### src/design/assert_macros.svh
`ifndef ASSERT_MACROS_SVH
`define ASSERT_MACROS_SVH

// Same-cycle implication, checked on the rising clock edge outside reset.
`define ASSERT_IMPLIES(label, clk, rst, ante, cons) \
   label: assert property (@(posedge clk) disable iff (rst) (ante) |-> (cons)) \
      else $error("same-cycle implication failed");

// Next-cycle implication, checked on the rising clock edge outside reset.
`define ASSERT_NEXT(label, clk, rst, ante, cons) \
   label: assert property (@(posedge clk) disable iff (rst) (ante) |=> (cons)) \
      else $error("next-cycle implication failed");

`endif

### src/design/pidc_pkg.sv
package pidc_pkg;

   localparam int DATA_W     = 32;
   localparam int GAIN_W     = 24;
   localparam int BOUND_W    = 31;
   localparam int PERIOD_W   = 24;
   localparam int RATE_W     = 24;
   localparam int CSR_IDX_W  = 3;
   localparam int CSR_DATA_W = 31;

   localparam int MUL_A_W    = 33;
   localparam int MUL_B_W    = 25;
   localparam int PROD_W     = MUL_A_W + MUL_B_W;
   localparam int SUM_W      = 59;

   localparam logic [CSR_IDX_W-1:0] CSR_GAIN_P         = 3'd0;
   localparam logic [CSR_IDX_W-1:0] CSR_GAIN_I         = 3'd1;
   localparam logic [CSR_IDX_W-1:0] CSR_GAIN_D         = 3'd2;
   localparam logic [CSR_IDX_W-1:0] CSR_INTEGRAL_BOUND = 3'd3;
   localparam logic [CSR_IDX_W-1:0] CSR_LOOP_PERIOD    = 3'd4;
   localparam logic [CSR_IDX_W-1:0] CSR_LOOP_RATE      = 3'd5;

   localparam logic [GAIN_W-1:0]   RST_GAIN_P         = 24'd327680;
   localparam logic [GAIN_W-1:0]   RST_GAIN_I         = 24'd1310720;
   localparam logic [GAIN_W-1:0]   RST_GAIN_D         = 24'd0;
   localparam logic [BOUND_W-1:0]  RST_INTEGRAL_BOUND = 31'd19661;
   localparam logic [PERIOD_W-1:0] RST_LOOP_PERIOD    = 24'd16777;
   localparam logic [RATE_W-1:0]   RST_LOOP_RATE      = 24'd256000;

   typedef struct packed {
      logic signed [DATA_W-1:0] err_now;
      logic signed [DATA_W-1:0] err_prev;
   } req_payload_type;

   typedef struct packed {
      logic signed [DATA_W-1:0] drive_value;
      logic signed [DATA_W-1:0] integral_out;
   } rsp_payload_type;

   typedef struct packed {
      logic [GAIN_W-1:0]   gain_p;
      logic [GAIN_W-1:0]   gain_i;
      logic [GAIN_W-1:0]   gain_d;
      logic [BOUND_W-1:0]  integral_bound;
      logic [PERIOD_W-1:0] loop_period;
      logic [RATE_W-1:0]   loop_rate;
   } cfg_type;

   typedef enum logic [2:0] {
      MUL_IN_PERIOD,
      MUL_E_GP,
      MUL_ACC_GI,
      MUL_DIFF_GD,
      MUL_GL_RATE,
      MUL_GH_RATE
   } mul_sel_type;

   typedef enum logic [1:0] {
      SUM_HOLD,
      SUM_LOAD_P,
      SUM_ADD_P,
      SUM_ADD_R8
   } sum_op_type;

   typedef struct packed {
      logic        load_item;
      logic        mul_en;
      mul_sel_type mul_sel;
      logic        upd_acc;
      sum_op_type  sum_op;
      logic        gh_load;
      logic        out_load;
   } cmd_type;

   typedef struct packed {
      logic out_busy;
   } status_type;

endpackage

### src/design/pidc_ctrl.sv
module pidc_ctrl
   import pidc_pkg::*;
(
   input  logic       clock,
   input  logic       reset,
   input  logic       req_valid,
   output logic       req_ready,
   input  status_type status,
   output cmd_type    cmd
);

   typedef enum logic [6:0] {
      ST_IDLE = 7'b0000001,
      ST_P    = 7'b0000010,
      ST_I    = 7'b0000100,
      ST_G    = 7'b0001000,
      ST_GL   = 7'b0010000,
      ST_GH   = 7'b0100000,
      ST_D    = 7'b1000000
   } state_type;

   state_type state_ff;
   state_type state_in;

   always_comb begin
      state_in      = state_ff;
      req_ready     = 1'b0;
      cmd.load_item = 1'b0;
      cmd.mul_en    = 1'b0;
      cmd.mul_sel   = MUL_IN_PERIOD;
      cmd.upd_acc   = 1'b0;
      cmd.sum_op    = SUM_HOLD;
      cmd.gh_load   = 1'b0;
      cmd.out_load  = 1'b0;
      unique case (state_ff)
         ST_IDLE: begin
            req_ready = 1'b1;
            if (req_valid) begin
               cmd.load_item = 1'b1;
               cmd.mul_en    = 1'b1;
               cmd.mul_sel   = MUL_IN_PERIOD;
               state_in      = ST_P;
            end
         end
         ST_P: begin
            cmd.upd_acc = 1'b1;
            cmd.mul_en  = 1'b1;
            cmd.mul_sel = MUL_E_GP;
            state_in    = ST_I;
         end
         ST_I: begin
            cmd.sum_op  = SUM_LOAD_P;
            cmd.mul_en  = 1'b1;
            cmd.mul_sel = MUL_ACC_GI;
            state_in    = ST_G;
         end
         ST_G: begin
            cmd.sum_op  = SUM_ADD_P;
            cmd.mul_en  = 1'b1;
            cmd.mul_sel = MUL_DIFF_GD;
            state_in    = ST_GL;
         end
         ST_GL: begin
            cmd.gh_load = 1'b1;
            cmd.mul_en  = 1'b1;
            cmd.mul_sel = MUL_GL_RATE;
            state_in    = ST_GH;
         end
         ST_GH: begin
            cmd.sum_op  = SUM_ADD_R8;
            cmd.mul_en  = 1'b1;
            cmd.mul_sel = MUL_GH_RATE;
            state_in    = ST_D;
         end
         ST_D: begin
            if (!status.out_busy) begin
               cmd.out_load = 1'b1;
               state_in     = ST_IDLE;
            end
         end
         default: state_in = ST_IDLE;
      endcase
   end

   always_ff @(posedge clock) begin
      if (reset) begin
         state_ff <= ST_IDLE;
      end else begin
         state_ff <= state_in;
      end
   end

endmodule

### config.mk
export PLATFORM = sky130hd
export DESIGN_NAME = pidc_ctrl
export DESIGN_NICKNAME = d
export VERILOG_FILES = /design/src/design/assert_macros.svh /design/src/design/pidc_pkg.sv /design/src/design/pidc_ctrl.sv
export SDC_FILE = /design/constraint.sdc
export NUM_CORES = 1
export LEC_CHECK = 0
export BUFFER_PORTS_ARGS = -buffer_cell sky130_fd_sc_hd__buf_4
export CELL_PAD_IN_SITES_DETAIL_PLACEMENT = 0
export CELL_PAD_IN_SITES_GLOBAL_PLACEMENT = 1
export CORE_AREA = 2 2 42 44
export DETAILED_ROUTE_END_ITERATION = 10
export DIE_AREA = 0 0 44 46
export PLACE_DENSITY_LB_ADDON = 0.15
export SYNTH_ARGS = -nofsm -noshare
export SYNTH_HDL_FRONTEND = slang
export SYNTH_SLANG_ARGS = --single-unit
### constraint.sdc
create_clock -name clock -period 2.6 [get_ports clock]
set_input_delay 0.52 -clock clock [delete_from_list [all_inputs] [get_ports clock]]
set_output_delay 0.52 -clock clock [all_outputs]
set_load 0.02 [all_outputs]
==> impl_metrics.toml <==
[run_status]
run_status = "finished, final reports clean"

[cts]
clock-root-buffer = "clkbuf_4"
post-cts-setup-buffers = 0
clock_path_buffers = 2
cts_tree = "built"
path_clk_slew_ns = 0.05
cts_resized = 0
hold_buffers = 0
clkLatencyLatePin_ns = 0.25
cts_num_sinks = 7
cts_buffers = 3
htree_levels = 1

[global_route]
grt_pass1_vias = 397
grt_max_degree = 14
grt.overflow.total = 0
grt_pass1_wl_um = 1860
track_usage_pct = 13.2
grt_antenna_before_repair = 0

[sta]
tightest_slew_ns = 0.542
rsz0062_at_grt = "no"
layout_setup_ws_ns = 0.222
min_period_ns = 2.38
finalSetupTns_ns = 0
slew_violations = 0
finClkSkew_ns = 0.00427
fmax_mhz = 421
fin_crit_sh_pct = 91.5
final-setup-viol-count = 0
relSlewSlack_pct = 63.5
finalHoldViolCount = 0

[critical_path]
cp_data_required_time_ns = 2.08
cp-end-kind = "primary output"
cp_cell_sequence = "or3_1 -> or3_1 -> nor4b_1 -> buf_4"
crit_family = "simple AND/OR/NAND/NOR gates"
cp_slowest_cell = "dfxtp_1"
cp_common_cell = "or3_1"
crit_fanout = 11
worst-path-buf-inv = 1
crit_arrival_ns = 1.86
critPathLaunchType = "flop"
crit_type = "flop to primary output"
cpPeakStageDelay_ns = 0.43

[logic_synthesis]
yosysTopAreaCell = "dfxtp_1"
ys_ff_latch = 7
netlist_area_um2 = 450
synth.net_count = 63
ys_seq_area_share_pct = 31.1
synth_top_area_share_pct = 31.1
ys_top_cells_by_area = "dfxtp_1 31%, xnor2_1 9.7%, nor3_1 7.8%, nor4b_1 5.8%, nand3_1 5.6%"
avgSynthCellArea_um2 = 7.63
yosysUniqueCellTypes = 22
yosys_warnings = 0
synthCells = 59

[placed_design]
hpwlAfterDp_um = 805
dp_cells = 85
numPortBuffers = 14
place_congestion = 0.709
dpl_cell_area_um2 = 549
dp_slack_ns = 0.491

[drt]
detail_route.wl_per_cell_um = 12.7
antenna_left = 0
vias = 462
routed_wl_um = 1130
dr.pass1.iters = 4
drc = 0
via_per_inst = 5.19
drtIter0Drc = 5

[flow_run]
maxCapViolCount = 0

[layout]
largest_reg_flops = 7
fin_nets = 77
stdcell_count = 89
final_cell_mix = "14 x buf_4, 7 x nor3_1, 7 x dfxtp_1"
diodes = 0
drive_gt1_share_pct = 25.0
reg_top3 = "state_ff (7)"
design_area_um2 = 576
syn_to_final_growth_pct = 27.8
layout_commonest_cell = "buf_4"
regMostFlops = "state_ff"

[floorplan]
coreArea_mm2 = 0.00161
die-area_mm2 = 0.00202
rows = 15
die_x_um = 44
die_y_um = 46
initial_core_util_pct = 27.9
ios = 15

[power]
power_uw = 275
peakVddDrop_mv = 0.200
power_density_mw_per_mm2 = 477
leakage_uw = 0.000239

[min_path]
hold_path.class = "input port to flop"
## through the flow
stage | hold slack [ns] | utilization, %
after global routing | 0.439 | 35.7
final | 0.446 | 35.7
after detailed placement | 0.570 | 34.0
after global placement | 0.557 | 34.0
after floorplan | 0.508 | -
after CTS | 0.439 | 35.7
## worst reg2reg max path: stages, from the launching register on
cell and delay, ns:
dfxtp_1 0.43, or3_1 0.36, or4_1 0.52, a41o_1 0.26
## where the power goes
group	internal, uW	switching [uW]	total [uW]
clock	58.6	40.9	99.5
combinational	25.7	32.4	58.1
sequential	111	6.20	117
total	195	79.5	275
## routing by layer
layer	global-route usage, %	part of all wire, %	up-vias
li1	-	-	237
met1	16.6	48	214
met2	19.4	45	9
met3	5.95	5.5	2
met4	5.45	1.2	0
met5	0	0	-
## area by class of cell
type | instances | area (um^2)
fillers | 188 | 1040
multi-input cells | 42 | 264
flip-flops and latches | 7 | 140
repair buffers | 14 | 105
clock buffers | 4 | 26.3
well taps | 17 | 21.3
inverters | 5 | 18.8
## synth_stat cells
library cell and count:
buf_6 1, nand3_1 5, or3_1 3, xor2_1 1, o21ai_0 1, nor2_1 5, nor4_1 1, nand2_1 2
a31o_2 1, o211ai_1 1, xnor2_1 5, inv_1 5, a21oi_1 1, nor4b_1 3, nor3_1 7, a41o_1 1
or4_1 3, nor3b_1 1, dfxtp_1 7, buf_2 1, nand3b_1 1, clkbuf_1 3
## kinds of logic after synthesis
kind of cell / Yosys count / synth area share [%]
compound gates: 5 / 8.05
xor+xnor: 6 / 11.7
simple gates: 31 / 38.9
buf+inv: 10 / 10.3
flops: 7 / 31.1
## worst paths after layout
check	start	endpoint	slack (ns)	cells past startpoint
worst max register to register	state_ff[3]$_SDFFE_PP0P_	state_ff[0]$_SDFFE_PP1P_	0.93	3
worst min-delay path	reset	state_ff[1]$_SDFFE_PP0P_	0.45	2
worst min register to register	state_ff[6]$_SDFFE_PP0P_	state_ff[5]$_SDFFE_PP0P_	0.59	1
worst max-delay path	state_ff[3]$_SDFFE_PP0P_	cmd[0]	0.22	4
No activity file was read; power rests on OpenSTA's default activity.
