==> src/design/assert_macros.svh <==
`ifndef ASSERT_MACROS_SVH
`define ASSERT_MACROS_SVH

// Same-cycle implication, checked on the rising clock edge outside reset.
`define ASSERT_IMPLIES(label, clk, rst, ante, cons) \
   label: assert property (@(posedge clk) disable iff (rst) (ante) |-> (cons)) \
      else $error("same-cycle implication failed");

// Next-cycle implication, checked on the rising clock edge outside reset.
`define ASSERT_NEXT(label, clk, rst, ante, cons) \
   label: assert property (@(posedge clk) disable iff (rst) (ante) |=> (cons)) \
      else $error("next-cycle implication failed");

`endif

==> src/design/pidc_pkg.sv <==
package pidc_pkg;

   localparam int DATA_W     = 32;
   localparam int GAIN_W     = 24;
   localparam int BOUND_W    = 31;
   localparam int PERIOD_W   = 24;
   localparam int RATE_W     = 24;
   localparam int CSR_IDX_W  = 3;
   localparam int CSR_DATA_W = 31;

   localparam int MUL_A_W    = 33;
   localparam int MUL_B_W    = 25;
   localparam int PROD_W     = MUL_A_W + MUL_B_W;
   localparam int SUM_W      = 59;

   localparam logic [CSR_IDX_W-1:0] CSR_GAIN_P         = 3'd0;
   localparam logic [CSR_IDX_W-1:0] CSR_GAIN_I         = 3'd1;
   localparam logic [CSR_IDX_W-1:0] CSR_GAIN_D         = 3'd2;
   localparam logic [CSR_IDX_W-1:0] CSR_INTEGRAL_BOUND = 3'd3;
   localparam logic [CSR_IDX_W-1:0] CSR_LOOP_PERIOD    = 3'd4;
   localparam logic [CSR_IDX_W-1:0] CSR_LOOP_RATE      = 3'd5;

   localparam logic [GAIN_W-1:0]   RST_GAIN_P         = 24'd327680;
   localparam logic [GAIN_W-1:0]   RST_GAIN_I         = 24'd1310720;
   localparam logic [GAIN_W-1:0]   RST_GAIN_D         = 24'd0;
   localparam logic [BOUND_W-1:0]  RST_INTEGRAL_BOUND = 31'd19661;
   localparam logic [PERIOD_W-1:0] RST_LOOP_PERIOD    = 24'd16777;
   localparam logic [RATE_W-1:0]   RST_LOOP_RATE      = 24'd256000;

   typedef struct packed {
      logic signed [DATA_W-1:0] err_now;
      logic signed [DATA_W-1:0] err_prev;
   } req_payload_type;

   typedef struct packed {
      logic signed [DATA_W-1:0] drive_value;
      logic signed [DATA_W-1:0] integral_out;
   } rsp_payload_type;

   typedef struct packed {
      logic [GAIN_W-1:0]   gain_p;
      logic [GAIN_W-1:0]   gain_i;
      logic [GAIN_W-1:0]   gain_d;
      logic [BOUND_W-1:0]  integral_bound;
      logic [PERIOD_W-1:0] loop_period;
      logic [RATE_W-1:0]   loop_rate;
   } cfg_type;

   typedef enum logic [2:0] {
      MUL_IN_PERIOD,
      MUL_E_GP,
      MUL_ACC_GI,
      MUL_DIFF_GD,
      MUL_GL_RATE,
      MUL_GH_RATE
   } mul_sel_type;

   typedef enum logic [1:0] {
      SUM_HOLD,
      SUM_LOAD_P,
      SUM_ADD_P,
      SUM_ADD_R8
   } sum_op_type;

   typedef struct packed {
      logic        load_item;
      logic        mul_en;
      mul_sel_type mul_sel;
      logic        upd_acc;
      sum_op_type  sum_op;
      logic        gh_load;
      logic        out_load;
   } cmd_type;

   typedef struct packed {
      logic out_busy;
   } status_type;

endpackage

==> src/design/pidc_csr.sv <==
module pidc_csr
   import pidc_pkg::*;
(
   input  logic                  clock,
   input  logic                  reset,
   input  logic                  csr_we,
   input  logic [CSR_IDX_W-1:0]  csr_idx,
   input  logic [CSR_DATA_W-1:0] csr_wdata,
   output cfg_type               cfg
);

   cfg_type cfg_ff;
   cfg_type cfg_in;

   always_comb begin
      cfg_in = cfg_ff;
      if (csr_we) begin
         unique case (csr_idx)
            CSR_GAIN_P:         cfg_in.gain_p         = csr_wdata[GAIN_W-1:0];
            CSR_GAIN_I:         cfg_in.gain_i         = csr_wdata[GAIN_W-1:0];
            CSR_GAIN_D:         cfg_in.gain_d         = csr_wdata[GAIN_W-1:0];
            CSR_INTEGRAL_BOUND: cfg_in.integral_bound = csr_wdata[BOUND_W-1:0];
            CSR_LOOP_PERIOD:    cfg_in.loop_period    = csr_wdata[PERIOD_W-1:0];
            CSR_LOOP_RATE:      cfg_in.loop_rate      = csr_wdata[RATE_W-1:0];
            default:            cfg_in = cfg_ff;
         endcase
      end
   end

   always_ff @(posedge clock) begin
      if (reset) begin
         cfg_ff.gain_p         <= RST_GAIN_P;
         cfg_ff.gain_i         <= RST_GAIN_I;
         cfg_ff.gain_d         <= RST_GAIN_D;
         cfg_ff.integral_bound <= RST_INTEGRAL_BOUND;
         cfg_ff.loop_period    <= RST_LOOP_PERIOD;
         cfg_ff.loop_rate      <= RST_LOOP_RATE;
      end else begin
         cfg_ff <= cfg_in;
      end
   end

   assign cfg = cfg_ff;

endmodule

==> config.mk <==
export PLATFORM = sky130hd
export DESIGN_NAME = pidc_csr
export DESIGN_NICKNAME = d
export VERILOG_FILES = /design/src/design/assert_macros.svh /design/src/design/pidc_pkg.sv /design/src/design/pidc_csr.sv
export SDC_FILE = /design/constraint.sdc
export NUM_CORES = 1
export LEC_CHECK = 0
export ABC_AREA = 1
export BUFFER_PORTS_ARGS = -buffer_cell sky130_fd_sc_hd__buf_4
export CORE_MARGIN = 10
export CORE_UTILIZATION = 51
export CTS_BUF_LIST = sky130_fd_sc_hd__clkbuf_8 sky130_fd_sc_hd__clkbuf_16
export CTS_CLUSTER_DIAMETER = 80
export DETAILED_ROUTE_END_ITERATION = 8
export PLACE_DENSITY = 0.81
export SETUP_SLACK_MARGIN = 0.05
export SLEW_MARGIN = 20
export SYNTH_ARGS = -nofsm -noshare
export SYNTH_HDL_FRONTEND = slang
export SYNTH_SLANG_ARGS = --single-unit
==> constraint.sdc <==
create_clock -name clock -period 1.17 [get_ports clock]
set_input_delay 0.0585 -clock clock [delete_from_list [all_inputs] [get_ports clock]]
set_output_delay 0.0585 -clock clock [all_outputs]
set_load 0.05 [all_outputs]
==> tab_implementation.tex <==
\begin{tabular}{lr}
\hline
Metric & Value \\
\hline
\multicolumn{2}{l}{\textbf{Run status}} \\
\quad Outcome & completed \\
\multicolumn{2}{l}{\textbf{Clock network}} \\
\quad CTS Root Cell & sky130\_fd\_sc\_hd\_\_clkbuf\_16 \\
\quad Quantity of hold-fixing buffers added after cts & 22 \\
\quad TritonCTS clock tree & done \\
\quad Post-CTS Setup Bufs & 0 \\
\quad Sinks on the clock net & around 150 \\
\quad Clk\_lat worst skew & 0.42 ns \\
\quad Max clock buf depth & 2 \\
\quad Post-CTS Resized & 0 \\
\quad Clock input transition at the sequential cells of the worst setup and hold paths & $\sim$0.060 ns \\
\quad Number of buffers created by CTS & 17 \\
\quad Count of H-tree levels built during CTS & 4 \\
\multicolumn{2}{l}{\textbf{Die}} \\
\quad Chip height & 127 microns \\
\quad Die W & 127 microns \\
\quad Area of the core & roughly 0.011 sq mm \\
\quad DIE AREA & between 0.015 and 0.02 sq mm \\
\quad Site Rows & 39 \\
\quad Initial core utilization & 51.8\% \\
\quad Top Ports & about 190 \\
\multicolumn{2}{l}{\textbf{Layout}} \\
\quad Inserted Diodes & 0 \\
\quad Number of flip-flops under the largest register name & $\sim$150 \\
\quad Synth-to-layout area growth & 43.4\% \\
\quad Final net count & $\sim$1100 \\
\quad Proportion of layout cells with a drive suffix above 1 & 24.1\% \\
\quad Multi-input gate area in the final layout & $\sim$0.0025 sq mm \\
\quad Sequential cell area & 0.00302 sq mm \\
\quad Filler cell count & 877 \\
\multicolumn{2}{l}{\textbf{Detailed routing}} \\
\quad Met2 wire length & slightly above 10000 microns \\
\quad Top routing layer in use & met4 \\
\quad Routed met1 length & 8030 microns \\
\quad Remaining DRCs & 0 \\
\quad Average wire length per cell after detail routing & roughly 17 microns \\
\quad Antenna-violating nets left & 0 \\
\quad Vias & approximately 6200 \\
\quad Met3 wire len & about 2200 microns \\
\quad Final Routed Wirelength & 20800 microns \\
\quad First-pass iteration count of the detailed router & 7 \\
\quad Post-DR vias/cell & between 5 and 6 \\
\quad Number of DRC violations after detailed-routing iteration 0 & 699 \\
\multicolumn{2}{l}{\textbf{Critical path}} \\
\quad Total number of cells along the worst setup path & 1 \\
\quad Capturing element of the worst setup path & cfg[137] \\
\quad Cells along the critical path & buf\_4 \\
\quad Reg-to-reg endpoint & cfg[135]\$\_SDFFE\_PP0P\_ \\
\quad Worst setup SP type & register \\
\quad Reg2Reg Launch Point & cfg[135]\$\_SDFFE\_PP0P\_ \\
\quad Maximum single-stage delay on the critical path & between 0.3 and 0.4 ns \\
\quad Critical path peak fanout & 2 \\
\quad CP required & approximately 1.1 ns \\
\quad Endpoint arrival time on the critical path & 1.02 ns \\
\quad Worst r2r path cells & 2 \\
\quad Launching instance or port of the critical path & cfg[137]\$\_SDFFE\_PP0P\_ \\
\quad Setup Crit Path Kind & register to output pin \\
\quad Cell family with most CP delay & flip-flops \\
\quad Number of buffers and inverters on the critical path & 1 \\
\quad CP max-delay cell & sky130\_fd\_sc\_hd\_\_dfxtp\_1 \\
\quad Sort of element at the end of the critical path & output pin \\
\quad Worst R2R Setup Slack & approximately 0.53 ns \\
\multicolumn{2}{l}{\textbf{Synth}} \\
\quad Most frequent cell after synthesis & sky130\_fd\_sc\_hd\_\_nor2\_1 \\
\quad Average footprint of a synthesized cell & 6.96 sq um \\
\quad Largest cells by area after synthesis & sky130\_fd\_sc\_hd\_\_dfxtp\_1 (51\%), sky130\_fd\_sc\_hd\_\_nor2\_1 (17\%), sky130\_fd\_sc\_hd\_\_nand3\_1 (13\%), sky130\_fd\_sc\_hd\_\_nand2\_1 (12\%), sky130\_fd\_sc\_hd\_\_buf\_2 (3.0\%) \\
\quad Seq/Total Area, Yosys & between 50\% and 60\% \\
\quad Share of Yosys cell area claimed by the top area cell type & between 50\% and 60\% \\
\quad Predominant post-synthesis flop cell & sky130\_fd\_sc\_hd\_\_dfxtp\_1 \\
\quad EDFF count, synth & 0 \\
\quad Yosys warning count & 0 \\
\quad Syn Inst Count & 846 \\
\quad Most common library cells after synthesis & sky130\_fd\_sc\_hd\_\_nor2\_1 (260), sky130\_fd\_sc\_hd\_\_nand2\_1 (185), sky130\_fd\_sc\_hd\_\_dfxtp\_1 (151), sky130\_fd\_sc\_hd\_\_nand3\_1 (151), sky130\_fd\_sc\_hd\_\_buf\_2 (35) \\
\quad Async set-or-reset flop fraction in the synthesized netlist & 0\% \\
\quad Cell area after synthesis & a little under 0.006 sq mm \\
\quad \#FFs+latches synth & about 150 \\
\quad Area leader, netlist & sky130\_fd\_sc\_hd\_\_dfxtp\_1 \\
\quad Count of unique library cells instantiated by Yosys & 11 \\
\quad Net count of the mapped netlist & approximately 880 \\
\multicolumn{2}{l}{\textbf{Placement}} \\
\quad Post-DP HPWL & between 10000 and 15000 microns \\
\quad Input/output buffers & between 150 and 200 \\
\quad Placement Setup Slack & about 0.097 ns \\
\quad Global placement routability congestion & just over 0.8 \\
\multicolumn{2}{l}{\textbf{GRT}} \\
\quad Global-route wire length before repair & 32300 microns \\
\quad Maximum number of pins on one net before global-route repair & 57 \\
\quad Antenna violations before repair & 0 \\
\quad Leftover overflow at the end of global routing & 0 \\
\quad Global router's overall resource usage & 25.0\% \\
\quad Vias in the first global route & 5976 \\
\multicolumn{2}{l}{\textbf{Pwr}} \\
\quad Leak Pwr & between 4 and 5 nW \\
\quad Power density of the placed cells & between 1000 and 1500 mW/mm\^{}2 \\
\quad Max rail drop VDD & a little over 1 mV \\
\multicolumn{2}{l}{\textbf{Timing}} \\
\quad Final setup violation count & 0 \\
\quad Worst slew slack as a fraction of its limit & between 60 and 70\% \\
\quad Hold Vio Cnt, Final & 0 \\
\quad Final Worst Setup Slack & between 0.09 and 0.1 ns \\
\quad Unrepaired setup endpoints after global routing & no \\
\quad Total count of max-transition violations in the final report & 0 \\
\quad Worst slew pin tran & $\sim$0.46 ns \\
\quad Final-layout setup total negative slack & 0 ns \\
\quad Clock Skew & 0 ns \\
\quad Achievable Freq & 931 MHz \\
\quad Period utilisation layout & about nine tenths \\
\quad Min Clock Period, post-route & 1.07 ns \\
\multicolumn{2}{l}{\textbf{Worst hold path}} \\
\quad Tightest Hold Check Type & input pin to register \\
\multicolumn{2}{l}{\textbf{Run}} \\
\quad Reported max-cap violation count & 0 \\
\hline
\end{tabular}
## worst reg2reg max path: stages (launching register included)
cell and delay [ns]:
sky130_fd_sc_hd__dfxtp_1 0.32, sky130_fd_sc_hd__nor2_1 0.15, sky130_fd_sc_hd__nor2_1 0.06
## cell families (layout without fill, tap and decap cells)
family | Yosys count | after routing | synth area share (%)
AND/OR/NAND/NOR | 602 | 602 | 41.8
flip-flops | 151 | 151 | 51.3
buffers and inverters | 93 | 306 | 6.80
## cell type report
cell class              count  share of cell area, %
flip-flops and latches    151                   35.8
clock inverters             7                  0.341
well taps                 143                   2.12
repair buffers            237                   24.4
multi-input cells         602                   29.4
clock buffers              24                   6.18
inverters                  38                   1.72
## per-stage QoR
stage / cell area, sq um / hold slack [ns] / utilization (%) / power [mW] / std cells
final: 8440 / 0.0521 / 74.3 / 12.6 / 1202
after global routing: 8440 / 0.0735 / 74.3 / 13.0 / 1202
after CTS: 8440 / 0.0452 / 74.3 / 12.6 / 1202
after detailed placement: 7670 / 0.279 / 67.5 / 7.55 / 1149
after global placement: 7670 / 0.268 / 67.5 / 7.52 / 1149
after floorplan: 5890 / 0.172 / - / 6.79 / 846
## cell usage in the layout (no fill, tap or decap), drive strengths merged
cell           n
inv           43
clkbuf        24
dlygate4sd3   22
nand2        185
nor2         266
dfxtp        151
clkinv         2
nand3        151
buf          215
## worst min-delay path by stage
stage,startpoint,to,slack [ns],cells past startpoint
after CTS,csr_idx[0],cfg[127]$_SDFFE_PP0P_,0.05,5
final,csr_idx[0],cfg[127]$_SDFFE_PP0P_,0.05,5
after global routing,csr_idx[0],cfg[127]$_SDFFE_PP0P_,0.07,5
after floorplan,csr_wdata[18],cfg[121]$_SDFFE_PP1P_,0.17,2
after detailed placement,csr_wdata[8],cfg[32]$_SDFFE_PP1P_,0.28,3
after global placement,csr_wdata[8],cfg[32]$_SDFFE_PP1P_,0.27,3
## routing by layer
metal,vias up,global-route usage (%)
met5,-,0
li1,3031,-
met2,279,41.5
met3,52,9.93
met4,0,10.4
met1,2873,28.1
## where the power goes
group / internal (mW) / switching (mW)
Sequential: 5.33 / 0.106
Combinational: 0.675 / 1.41
Clock: 3.05 / 2.00
Total: 9.05 / 3.51
Power figures use the tool's default switching activity.
